### config.mk
export PLATFORM = sky130hd
export DESIGN_NAME = variable_order_velocity_estimator
export DESIGN_NICKNAME = d
export VERILOG_FILES = /design/src/design/vove_pkg.sv /design/src/design/variable_order_velocity_estimator.sv /design/src/design/vove_lane.sv
export SDC_FILE = /design/constraint.sdc
export NUM_CORES = 2
export LEC_CHECK = 0
export BUFFER_PORTS_ARGS = -buffer_cell sky130_fd_sc_hd__buf_4
export CAP_MARGIN = 20
export CORE_MARGIN = 5
export CORE_UTILIZATION = 65
export CTS_CLUSTER_SIZE = 28
export DETAILED_ROUTE_END_ITERATION = 8
export PLACE_DENSITY = 0.82
export SYNTH_ARGS = -nofsm -noshare
export SYNTH_HDL_FRONTEND = slang
export SYNTH_SLANG_ARGS = --single-unit
### constraint.sdc
create_clock -name aclk -period 16.46 [get_ports aclk]
set_input_delay 0.823 -clock aclk [delete_from_list [all_inputs] [get_ports aclk]]
set_output_delay 0.823 -clock aclk [all_outputs]
set_load 0.02 [all_outputs]
### src/design/vove_pkg.sv
package vove_pkg;

    localparam int HISTORY_DEPTH_DEF = 7;
    localparam int POSITION_BITS_DEF = 12;
    localparam int MAX_POINTS        = 7;

    localparam int CNT_W      = 3;
    localparam int FR_W       = 8;
    localparam int VEL_W      = 29;
    localparam int COEF_W     = 10;
    localparam int LOOP_W     = 3;
    localparam int PC_W       = 3;
    localparam int RADIX_BITS = 8;   // quotient bits per divide step
    localparam int DIVISOR_W  = 4;
    localparam int REM_W      = 5;
    localparam int SHIFT_W    = 3;
    localparam int ADDEND_W   = 3;

    localparam logic [FR_W-1:0] FR_RESET = 8'd30;

    // datapath operations, one per microcode word
    typedef enum logic [2:0] {
        OP_WAIT  = 3'd0,
        OP_MAC   = 3'd1,
        OP_SCALE = 3'd2,
        OP_LOAD  = 3'd3,
        OP_DIV   = 3'd4,
        OP_OUT   = 3'd5
    } op_t;

    // jump conditions: when the condition holds the sequencer takes jump_pc
    typedef enum logic [1:0] {
        COND_NONE = 2'd0,
        COND_IN   = 2'd1,   // no input beat offered
        COND_LOOP = 2'd2,   // loop counter not at its last value
        COND_OUT  = 2'd3    // output register still occupied
    } cond_t;

    typedef struct packed {
        op_t             op;
        cond_t           cond;
        logic [PC_W-1:0] jump_pc;
        logic [PC_W-1:0] next_pc;
    } uword_t;

    typedef struct packed {
        op_t              op;
        logic [LOOP_W-1:0] step;
        logic [CNT_W-1:0] points;
        logic             push;
    } lane_ctrl_t;

    // rounding scale of mag by 16/D folded into (mag << shift + addend) / divisor
    typedef struct packed {
        logic [SHIFT_W-1:0]   shift;
        logic [ADDEND_W-1:0]  addend;
        logic [DIVISOR_W-1:0] divisor;
    } round_t;

    localparam logic [PC_W-1:0] PC_WAIT  = 3'd0;
    localparam logic [PC_W-1:0] PC_MAC   = 3'd1;
    localparam logic [PC_W-1:0] PC_SCALE = 3'd2;
    localparam logic [PC_W-1:0] PC_LOAD  = 3'd3;
    localparam logic [PC_W-1:0] PC_DIV   = 3'd4;
    localparam logic [PC_W-1:0] PC_OUT   = 3'd5;

    // backward-difference weights, row = points held, column = age (0 newest)
    localparam logic signed [COEF_W-1:0] COEF_TABLE [MAX_POINTS+1][MAX_POINTS] = '{
        '{10'sd0,   10'sd0,    10'sd0,   10'sd0,    10'sd0,   10'sd0,   10'sd0},
        '{10'sd0,   10'sd0,    10'sd0,   10'sd0,    10'sd0,   10'sd0,   10'sd0},
        '{10'sd1,   -10'sd1,   10'sd0,   10'sd0,    10'sd0,   10'sd0,   10'sd0},
        '{10'sd3,   -10'sd4,   10'sd1,   10'sd0,    10'sd0,   10'sd0,   10'sd0},
        '{10'sd11,  -10'sd18,  10'sd9,   -10'sd2,   10'sd0,   10'sd0,   10'sd0},
        '{10'sd25,  -10'sd48,  10'sd36,  -10'sd16,  10'sd3,   10'sd0,   10'sd0},
        '{10'sd137, -10'sd300, 10'sd300, -10'sd200, 10'sd75,  -10'sd12, 10'sd0},
        '{10'sd147, -10'sd360, 10'sd450, -10'sd400, 10'sd225, -10'sd72, 10'sd10}
    };

    function automatic logic signed [COEF_W-1:0] coef_f(input logic [CNT_W-1:0] n,
                                                        input logic [LOOP_W-1:0] i);
        logic signed [COEF_W-1:0] c;
        c = '0;
        if (i < LOOP_W'(MAX_POINTS)) begin
            c = COEF_TABLE[n][i];
        end
        return c;
    endfunction

    // D = 1,2,6,12,60,60 for 2..7 points; rows below two give a zero sum anyway
    function automatic round_t round_f(input logic [CNT_W-1:0] n);
        round_t r;
        unique case (n) inside
            3'd3:       r = '{shift: 3'd3, addend: 3'd0, divisor: 4'd1};
            3'd4:       r = '{shift: 3'd3, addend: 3'd1, divisor: 4'd3};
            3'd5:       r = '{shift: 3'd2, addend: 3'd1, divisor: 4'd3};
            3'd6, 3'd7: r = '{shift: 3'd2, addend: 3'd7, divisor: 4'd15};
            default:    r = '{shift: 3'd4, addend: 3'd0, divisor: 4'd1};
        endcase
        return r;
    endfunction

    // dividend is position + 22 bits wide; divide steps cover it in radix-256 digits
    function automatic int div_steps(input int pos_bits);
        return (pos_bits + 22 + RADIX_BITS - 1) / RADIX_BITS;
    endfunction

    function automatic uword_t ucode(input logic [PC_W-1:0] pc);
        uword_t w;
        unique case (pc)
            PC_WAIT:  w = '{op: OP_WAIT,  cond: COND_IN,   jump_pc: PC_WAIT, next_pc: PC_MAC};
            PC_MAC:   w = '{op: OP_MAC,   cond: COND_LOOP, jump_pc: PC_MAC,  next_pc: PC_SCALE};
            PC_SCALE: w = '{op: OP_SCALE, cond: COND_NONE, jump_pc: PC_WAIT, next_pc: PC_LOAD};
            PC_LOAD:  w = '{op: OP_LOAD,  cond: COND_NONE, jump_pc: PC_WAIT, next_pc: PC_DIV};
            PC_DIV:   w = '{op: OP_DIV,   cond: COND_LOOP, jump_pc: PC_DIV,  next_pc: PC_OUT};
            PC_OUT:   w = '{op: OP_OUT,   cond: COND_OUT,  jump_pc: PC_OUT,  next_pc: PC_WAIT};
            default:  w = '{op: OP_WAIT,  cond: COND_NONE, jump_pc: PC_WAIT, next_pc: PC_WAIT};
        endcase
        return w;
    endfunction

endpackage

### src/design/variable_order_velocity_estimator.sv
// A beat is taken only in the WAIT step; the next beat is not taken until the multiply-accumulate
// loop over the history taps and the radix-256 divide loop have run and the result is loaded.
// A finished result sits in the output register while the next beat is taken.
// Reset (aresetn, synchronous, active low): history empty, frame_rate 30, no result pending.
module variable_order_velocity_estimator #(
    parameter int HISTORY_DEPTH = vove_pkg::HISTORY_DEPTH_DEF,
    parameter int POSITION_BITS = vove_pkg::POSITION_BITS_DEF
) (
    input  logic                              aclk,
    input  logic                              aresetn,
    input  logic                              cfg_wr_en,
    input  logic [vove_pkg::FR_W-1:0]         cfg_wr_data,
    input  logic                              s_valid,
    output logic                              s_ready,
    input  logic signed [POSITION_BITS-1:0]   s_ball_x,
    input  logic signed [POSITION_BITS-1:0]   s_ball_y,
    output logic                              m_valid,
    input  logic                              m_ready,
    output logic signed [vove_pkg::VEL_W-1:0] m_vel_x,
    output logic signed [vove_pkg::VEL_W-1:0] m_vel_y,
    output logic [vove_pkg::CNT_W-1:0]        m_points_used
);
    import vove_pkg::*;

    // last loop counter value of each looping microcode step
    localparam logic [LOOP_W-1:0] MAC_LAST = LOOP_W'(HISTORY_DEPTH - 1);
    localparam logic [LOOP_W-1:0] DIV_LAST = LOOP_W'(div_steps(POSITION_BITS) - 1);

    logic [PC_W-1:0]   pc_reg, pc_next;
    logic [LOOP_W-1:0] loop_reg, loop_next, loop_last;
    logic [CNT_W-1:0]  count_reg, count_next;
    logic [FR_W-1:0]   frame_rate_reg;
    logic              m_valid_reg, m_valid_next;
    logic signed [VEL_W-1:0] vel_x_reg, vel_y_reg, lane_vel_x, lane_vel_y;
    logic [CNT_W-1:0]  points_reg;

    uword_t     uw;
    lane_ctrl_t ctrl;
    logic       hold;
    logic       in_fire;
    logic       lost;
    logic       out_fire;

    // ---------------------------------------------------------------
    // Microcode sequencer: the program is
    //   WAIT  - take a beat, update history and count
    //   MAC   - weighted sum, one history tap per cycle
    //   SCALE - |sum| * frame_rate
    //   LOAD  - fold rounding into the dividend
    //   DIV   - one quotient byte per cycle
    //   OUT   - load output register once it is free
    // ---------------------------------------------------------------
    assign uw = ucode(pc_reg);

    always_comb begin
        loop_last = (uw.op == OP_DIV) ? DIV_LAST : MAC_LAST;
        unique case (uw.cond)
            COND_NONE: hold = 1'b0;
            COND_IN:   hold = !s_valid;
            COND_LOOP: hold = (loop_reg != loop_last);
            COND_OUT:  hold = m_valid_reg && !m_ready;
            default:   hold = 1'b0;
        endcase
        pc_next = hold ? uw.jump_pc : uw.next_pc;
        // loop counter runs only while a loop step repeats, else it is parked at zero
        if (uw.cond == COND_LOOP && hold) begin
            loop_next = loop_reg + 1'b1;
        end else begin
            loop_next = '0;
        end
    end

    // input side
    assign s_ready = (uw.op == OP_WAIT);
    assign in_fire = s_valid && s_ready;
    // a negative coordinate means the tracker lost the ball
    assign lost    = s_ball_x[POSITION_BITS-1] || s_ball_y[POSITION_BITS-1];

    always_comb begin
        count_next = count_reg;
        if (in_fire) begin
            if (lost) begin
                count_next = '0;
            end else if (count_reg < CNT_W'(HISTORY_DEPTH)) begin
                count_next = count_reg + 1'b1;
            end
        end
    end

    // lost ball: history is left alone, count zero selects the all-zero weights
    assign ctrl = '{op: uw.op, step: loop_reg, points: count_reg, push: in_fire && !lost};

    vove_lane #(
        .HISTORY_DEPTH (HISTORY_DEPTH),
        .POSITION_BITS (POSITION_BITS)
    ) u_lane_x (
        .aclk       (aclk),
        .ctrl       (ctrl),
        .pos        (s_ball_x),
        .frame_rate (frame_rate_reg),
        .vel        (lane_vel_x)
    );

    vove_lane #(
        .HISTORY_DEPTH (HISTORY_DEPTH),
        .POSITION_BITS (POSITION_BITS)
    ) u_lane_y (
        .aclk       (aclk),
        .ctrl       (ctrl),
        .pos        (s_ball_y),
        .frame_rate (frame_rate_reg),
        .vel        (lane_vel_y)
    );

    // output register
    assign out_fire     = (uw.op == OP_OUT) && !hold;
    assign m_valid_next = out_fire || (m_valid_reg && !m_ready);

    always_ff @(posedge aclk) begin
        if (!aresetn) begin
            pc_reg         <= PC_WAIT;
            loop_reg       <= '0;
            count_reg      <= '0;
            m_valid_reg    <= 1'b0;
            frame_rate_reg <= FR_RESET;
        end else begin
            pc_reg      <= pc_next;
            loop_reg    <= loop_next;
            count_reg   <= count_next;
            m_valid_reg <= m_valid_next;
            if (cfg_wr_en) begin
                frame_rate_reg <= cfg_wr_data;
            end
        end
    end

    always_ff @(posedge aclk) begin
        if (out_fire) begin
            vel_x_reg  <= lane_vel_x;
            vel_y_reg  <= lane_vel_y;
            points_reg <= count_reg;
        end
    end

    assign m_valid       = m_valid_reg;
    assign m_vel_x       = vel_x_reg;
    assign m_vel_y       = vel_y_reg;
    assign m_points_used = points_reg;

endmodule

### src/design/vove_lane.sv
module vove_lane #(
    parameter int HISTORY_DEPTH = vove_pkg::HISTORY_DEPTH_DEF,
    parameter int POSITION_BITS = vove_pkg::POSITION_BITS_DEF
) (
    input  logic                              aclk,
    input  vove_pkg::lane_ctrl_t              ctrl,
    input  logic signed [POSITION_BITS-1:0]   pos,
    input  logic [vove_pkg::FR_W-1:0]         frame_rate,
    output logic signed [vove_pkg::VEL_W-1:0] vel
);
    import vove_pkg::*;

    localparam int ABS_W  = POSITION_BITS + 10;
    localparam int ACC_W  = ABS_W + 1;
    localparam int PROD_W = COEF_W + POSITION_BITS;
    localparam int MAG_W  = ABS_W + FR_W;
    localparam int DIVW   = div_steps(POSITION_BITS) * RADIX_BITS;
    localparam logic [DIVW-1:0] SAT_POS = DIVW'(2**(VEL_W-1) - 1);
    localparam logic [DIVW-1:0] SAT_NEG = DIVW'(2**(VEL_W-1));

    logic signed [POSITION_BITS-1:0] hist_reg [HISTORY_DEPTH];
    logic signed [POSITION_BITS-1:0] tap;
    logic signed [COEF_W-1:0]        coef;
    logic signed [PROD_W-1:0]        prod;
    logic signed [ACC_W-1:0]         acc_reg, acc_next;
    logic                            sign_reg, sign_next;
    logic [ABS_W-1:0]                abs_val;
    logic [MAG_W-1:0]                mag_reg, mag_next;
    logic [DIVW-1:0]                 div_reg, div_next, div_step;
    logic [REM_W-1:0]                rem_reg, rem_next, rem_step;
    round_t                          rnd;

    // newest-first history line
    always_ff @(posedge aclk) begin
        if (ctrl.push) begin
            hist_reg[0] <= pos;
            for (int i = 1; i < HISTORY_DEPTH; i++) begin
                hist_reg[i] <= hist_reg[i-1];
            end
        end
    end

    // taps beyond the points held read as zero
    always_comb begin
        tap = '0;
        for (int i = 0; i < HISTORY_DEPTH; i++) begin
            if (ctrl.step == LOOP_W'(i) && LOOP_W'(i) < ctrl.points) begin
                tap = hist_reg[i];
            end
        end
    end

    assign coef    = coef_f(ctrl.points, ctrl.step);
    assign prod    = coef * tap;
    assign rnd     = round_f(ctrl.points);
    assign abs_val = acc_reg[ACC_W-1] ? ABS_W'(-acc_reg) : ABS_W'(acc_reg);

    // one radix-256 digit of restoring division by a small constant
    always_comb begin : div_digit
        logic [DIVW-1:0]  d;
        logic [REM_W-1:0] r;
        logic [REM_W-1:0] t;
        d = div_reg;
        r = rem_reg;
        for (int b = 0; b < RADIX_BITS; b++) begin
            t = {r[REM_W-2:0], d[DIVW-1]};
            d = {d[DIVW-2:0], 1'b0};
            if (t >= REM_W'(rnd.divisor)) begin
                t    = t - REM_W'(rnd.divisor);
                d[0] = 1'b1;
            end
            r = t;
        end
        div_step = d;
        rem_step = r;
    end

    always_comb begin
        acc_next  = acc_reg;
        sign_next = sign_reg;
        mag_next  = mag_reg;
        div_next  = div_reg;
        rem_next  = rem_reg;
        unique case (ctrl.op)
            OP_MAC: begin
                if (ctrl.step == '0) begin
                    acc_next = ACC_W'(prod);
                end else begin
                    acc_next = acc_reg + ACC_W'(prod);
                end
            end
            OP_SCALE: begin
                sign_next = acc_reg[ACC_W-1];
                mag_next  = MAG_W'(abs_val) * MAG_W'(frame_rate);
            end
            OP_LOAD: begin
                div_next = (DIVW'(mag_reg) << rnd.shift) + DIVW'(rnd.addend);
                rem_next = '0;
            end
            OP_DIV: begin
                div_next = div_step;
                rem_next = rem_step;
            end
            default: begin
            end
        endcase
    end

    always_ff @(posedge aclk) begin
        acc_reg  <= acc_next;
        sign_reg <= sign_next;
        mag_reg  <= mag_next;
        div_reg  <= div_next;
        rem_reg  <= rem_next;
    end

    // saturate the magnitude and restore the sign
    always_comb begin
        if (!sign_reg) begin
            if (div_reg > SAT_POS) begin
                vel = {1'b0, {(VEL_W-1){1'b1}}};
            end else begin
                vel = div_reg[VEL_W-1:0];
            end
        end else begin
            if (div_reg > SAT_NEG) begin
                vel = {1'b1, {(VEL_W-1){1'b0}}};
            end else begin
                vel = -div_reg[VEL_W-1:0];
            end
        end
    end

endmodule

==> metrics.txt <==
#FFs+latches synth 443; critical path's most frequent cell ha_1; wire per inst 17.9 um; Crit-path slowest cell a211oi_4; Worst Skew 19.3 ps; die span in y 277 um; First DRT Iteration DRCs 2,805; Main synth FF type edfxtp_1; Slew @ Worst Pin 1070 ps; Synth Area per Inst 9.58 um2; most frequent cells after synthesis nand2_1 (666), inv_1 (559), fa_1 (472); Period minus WS final 15,390 ps; Clock Sinks 443; CP Launch Point count_reg[0]$_SDFFE_PN0P_; clock-pin slew on the worst setup and hold paths 60 ps; cells on worst reg2reg path 71; Clock Latency Late Sink 590 ps; hold crit path type in -> reg; # rows 97; FFs w/ async S/R, synth 0%; pin count of the biggest net entering global routing 85; Cells after Synth 4,833; Syn. warnings 0; Hold Path Cell Cnt 1; Multi-input gate area 30,500 um2; TritonCTS Buffers 48; worst hold endpoint u_lane_y.hist_reg[0][1]$_DFFE_PP_; Fin. Hold Viols 0; max cap viols 0; remaining antenna violation count 0; Final nets 5,712; CP endpoint kind flop; post-route cell area 49,600 um2; CP required 16,760 ps; post-synthesis cell type count 95; GRT Resource Usage Total 26.8%; status finished, final reports clean; sequential area share after synthesis 28.4%; setup violation total in the final timing report 0; Die Width 277 um; WL final 105 mm; initial core utilization 65.9%; DRC Markers 0; synthesis-to-layout area growth 7.26%; port bufs 99; RD Place Congestion 0.916; CP Launch Type flop; DR vias/cell 5.98; crit path max fanout 13; min-delay src s_ball_y[1]; most frequent cell after synthesis nand2_1; cell taking the most area after synthesis edfxtp_1; largest cells by area after synthesis edfxtp_1 (28%), fa_1 (20%), ha_1 (9.2%); Reg area 13,100 um2; Sum Neg Setup Slack 0 ps; first-pass GRT wire length 174 mm; RSZ-0062 raised after global routing false; router iterations before antenna repair 7; layout cells sized above 1 6.77%; CP peak stage delay 390 ps; initial antenna violation count 0; CTS root buffer clkbuf_16; EDFF count, synth 425; DR vias 35,000; Max Clock Freq 65.0 MHz; antenna fix cells 0; worst r2r dst u_lane_y.rem_reg[0]$_SDFFCE_PN0P_; CTS hold repair buffers 0; Tcrit/Tclk final 93.5%; WP data arrival 15,700 ps; die footprint 76,600 um2; worst rel slew slack 28.6%; flop2flop setup slack 1070 ps; total gr overflow 0; vias in the first global route 35,100; Final Max Slew Viols 0; CTS tree built; clock buffer depth 3; synthesized area 46,300 um2; # fillers 5,106; post-detailed-placement half-perimeter wirelength 78.9 mm; core area 70,300 um2; H-tree depth 2; FF-to-FF Start count_reg[0]$_SDFFE_PN0P_; post-synth top area share 27.6%; critical path start-end classification reg -> reg; Post-DP Area 48,000 um2; # IOs 100
==> metrics by stage <==
step / cells / util (%) / hold slack, ps / setup WS [ps]
final: 5843 / 70.6 / 409 / 1070
after global routing: 5843 / 70.6 / 393 / 6.28
after CTS: 5837 / 70.5 / 382 / 37.1
after detailed placement: 5748 / 68.3 / 434 / 145
after global placement: 5748 / 68.3 / 428 / 489
after floorplan: 4834 / - / 427 / 1340
==> cell usage in the layout (no fill, tap or decap), drive strengths merged, types with 73 or more instances in the layout <==
master / n
xnor2: 194
buf: 162
a21oi: 237
nand2: 667
and2: 150
a211oi: 80
mux2i: 124
nor3: 75
xor2: 73
fa: 472
edfxtp: 425
nor2: 332
ha: 339
inv: 561
o21ai: 211
==> layout make-up <==
| class | count | area share [%] |
|---|---|---|
| multi-input cells | 3647 | 61.4 |
| repair buffers | 162 | 2.45 |
| clock inverters | 33 | 0.507 |
| flip-flops and latches | 443 | 26.4 |
| clock buffers | 56 | 2.57 |
| inverters | 562 | 4.25 |
| well taps | 940 | 2.37 |
==> worst max path at each step <==
stage | to | slack, ps | cells past startpoint
after floorplan | u_lane_y.rem_reg[1]$_SDFFCE_PN0P_ | 1340 | 71
after global placement | u_lane_y.rem_reg[1]$_SDFFCE_PN0P_ | 490 | 70
after detailed placement | u_lane_y.rem_reg[1]$_SDFFCE_PN0P_ | 150 | 69
after CTS | u_lane_y.rem_reg[1]$_SDFFCE_PN0P_ | 40 | 70
after global routing | u_lane_y.rem_reg[0]$_SDFFCE_PN0P_ | 6 | 71
final | u_lane_y.rem_reg[0]$_SDFFCE_PN0P_ | 1070 | 71
==> per-layer routing <==
| metal | share of wire, % | vias to the layer above | GRT usage, % |
|---|---|---|---|
| met5 | 0 | - | 0 |
| met4 | 3.8 | 0 | 9.14 |
| met3 | 5.1 | 241 | 3.16 |
| met2 | 50 | 1128 | 47.1 |
| met1 | 41 | 17100 | 34.8 |
| li1 | - | 16500 | - |
==> repair_timing <==
item,in CTS,in global routing
buffers inserted,0,6
resized for setup,0,16
setup endpoints to repair,0,10
==> cells by family after synthesis <==
group                      synth area share [%]
other                                   0.00810
DFF                                        28.4
xor gates and xnor gates                   5.05
AOI/OAI and AO/OA                          11.8
and+or+nand+nor                            15.9
buffers and inverters                      6.12
muxes                                      3.20
adders and majority gates                  29.6
==> critical path: cells and delay by family, from the launching register on <==
family / cells / cell delay (ps)
AOI/OAI and AO/OA: 28 / 6160
xor gates and xnor gates: 8 / 1630
adders and majority gates: 13 / 3540
buffers and inverters: 8 / 1140
DFF: 1 / 300
muxes: 2 / 510
and+or+nand+nor: 12 / 1830
Power is left out: the tool's default activity adds up to more than one toggle a clock period on the data nets, which glitch-free logic cannot reach.
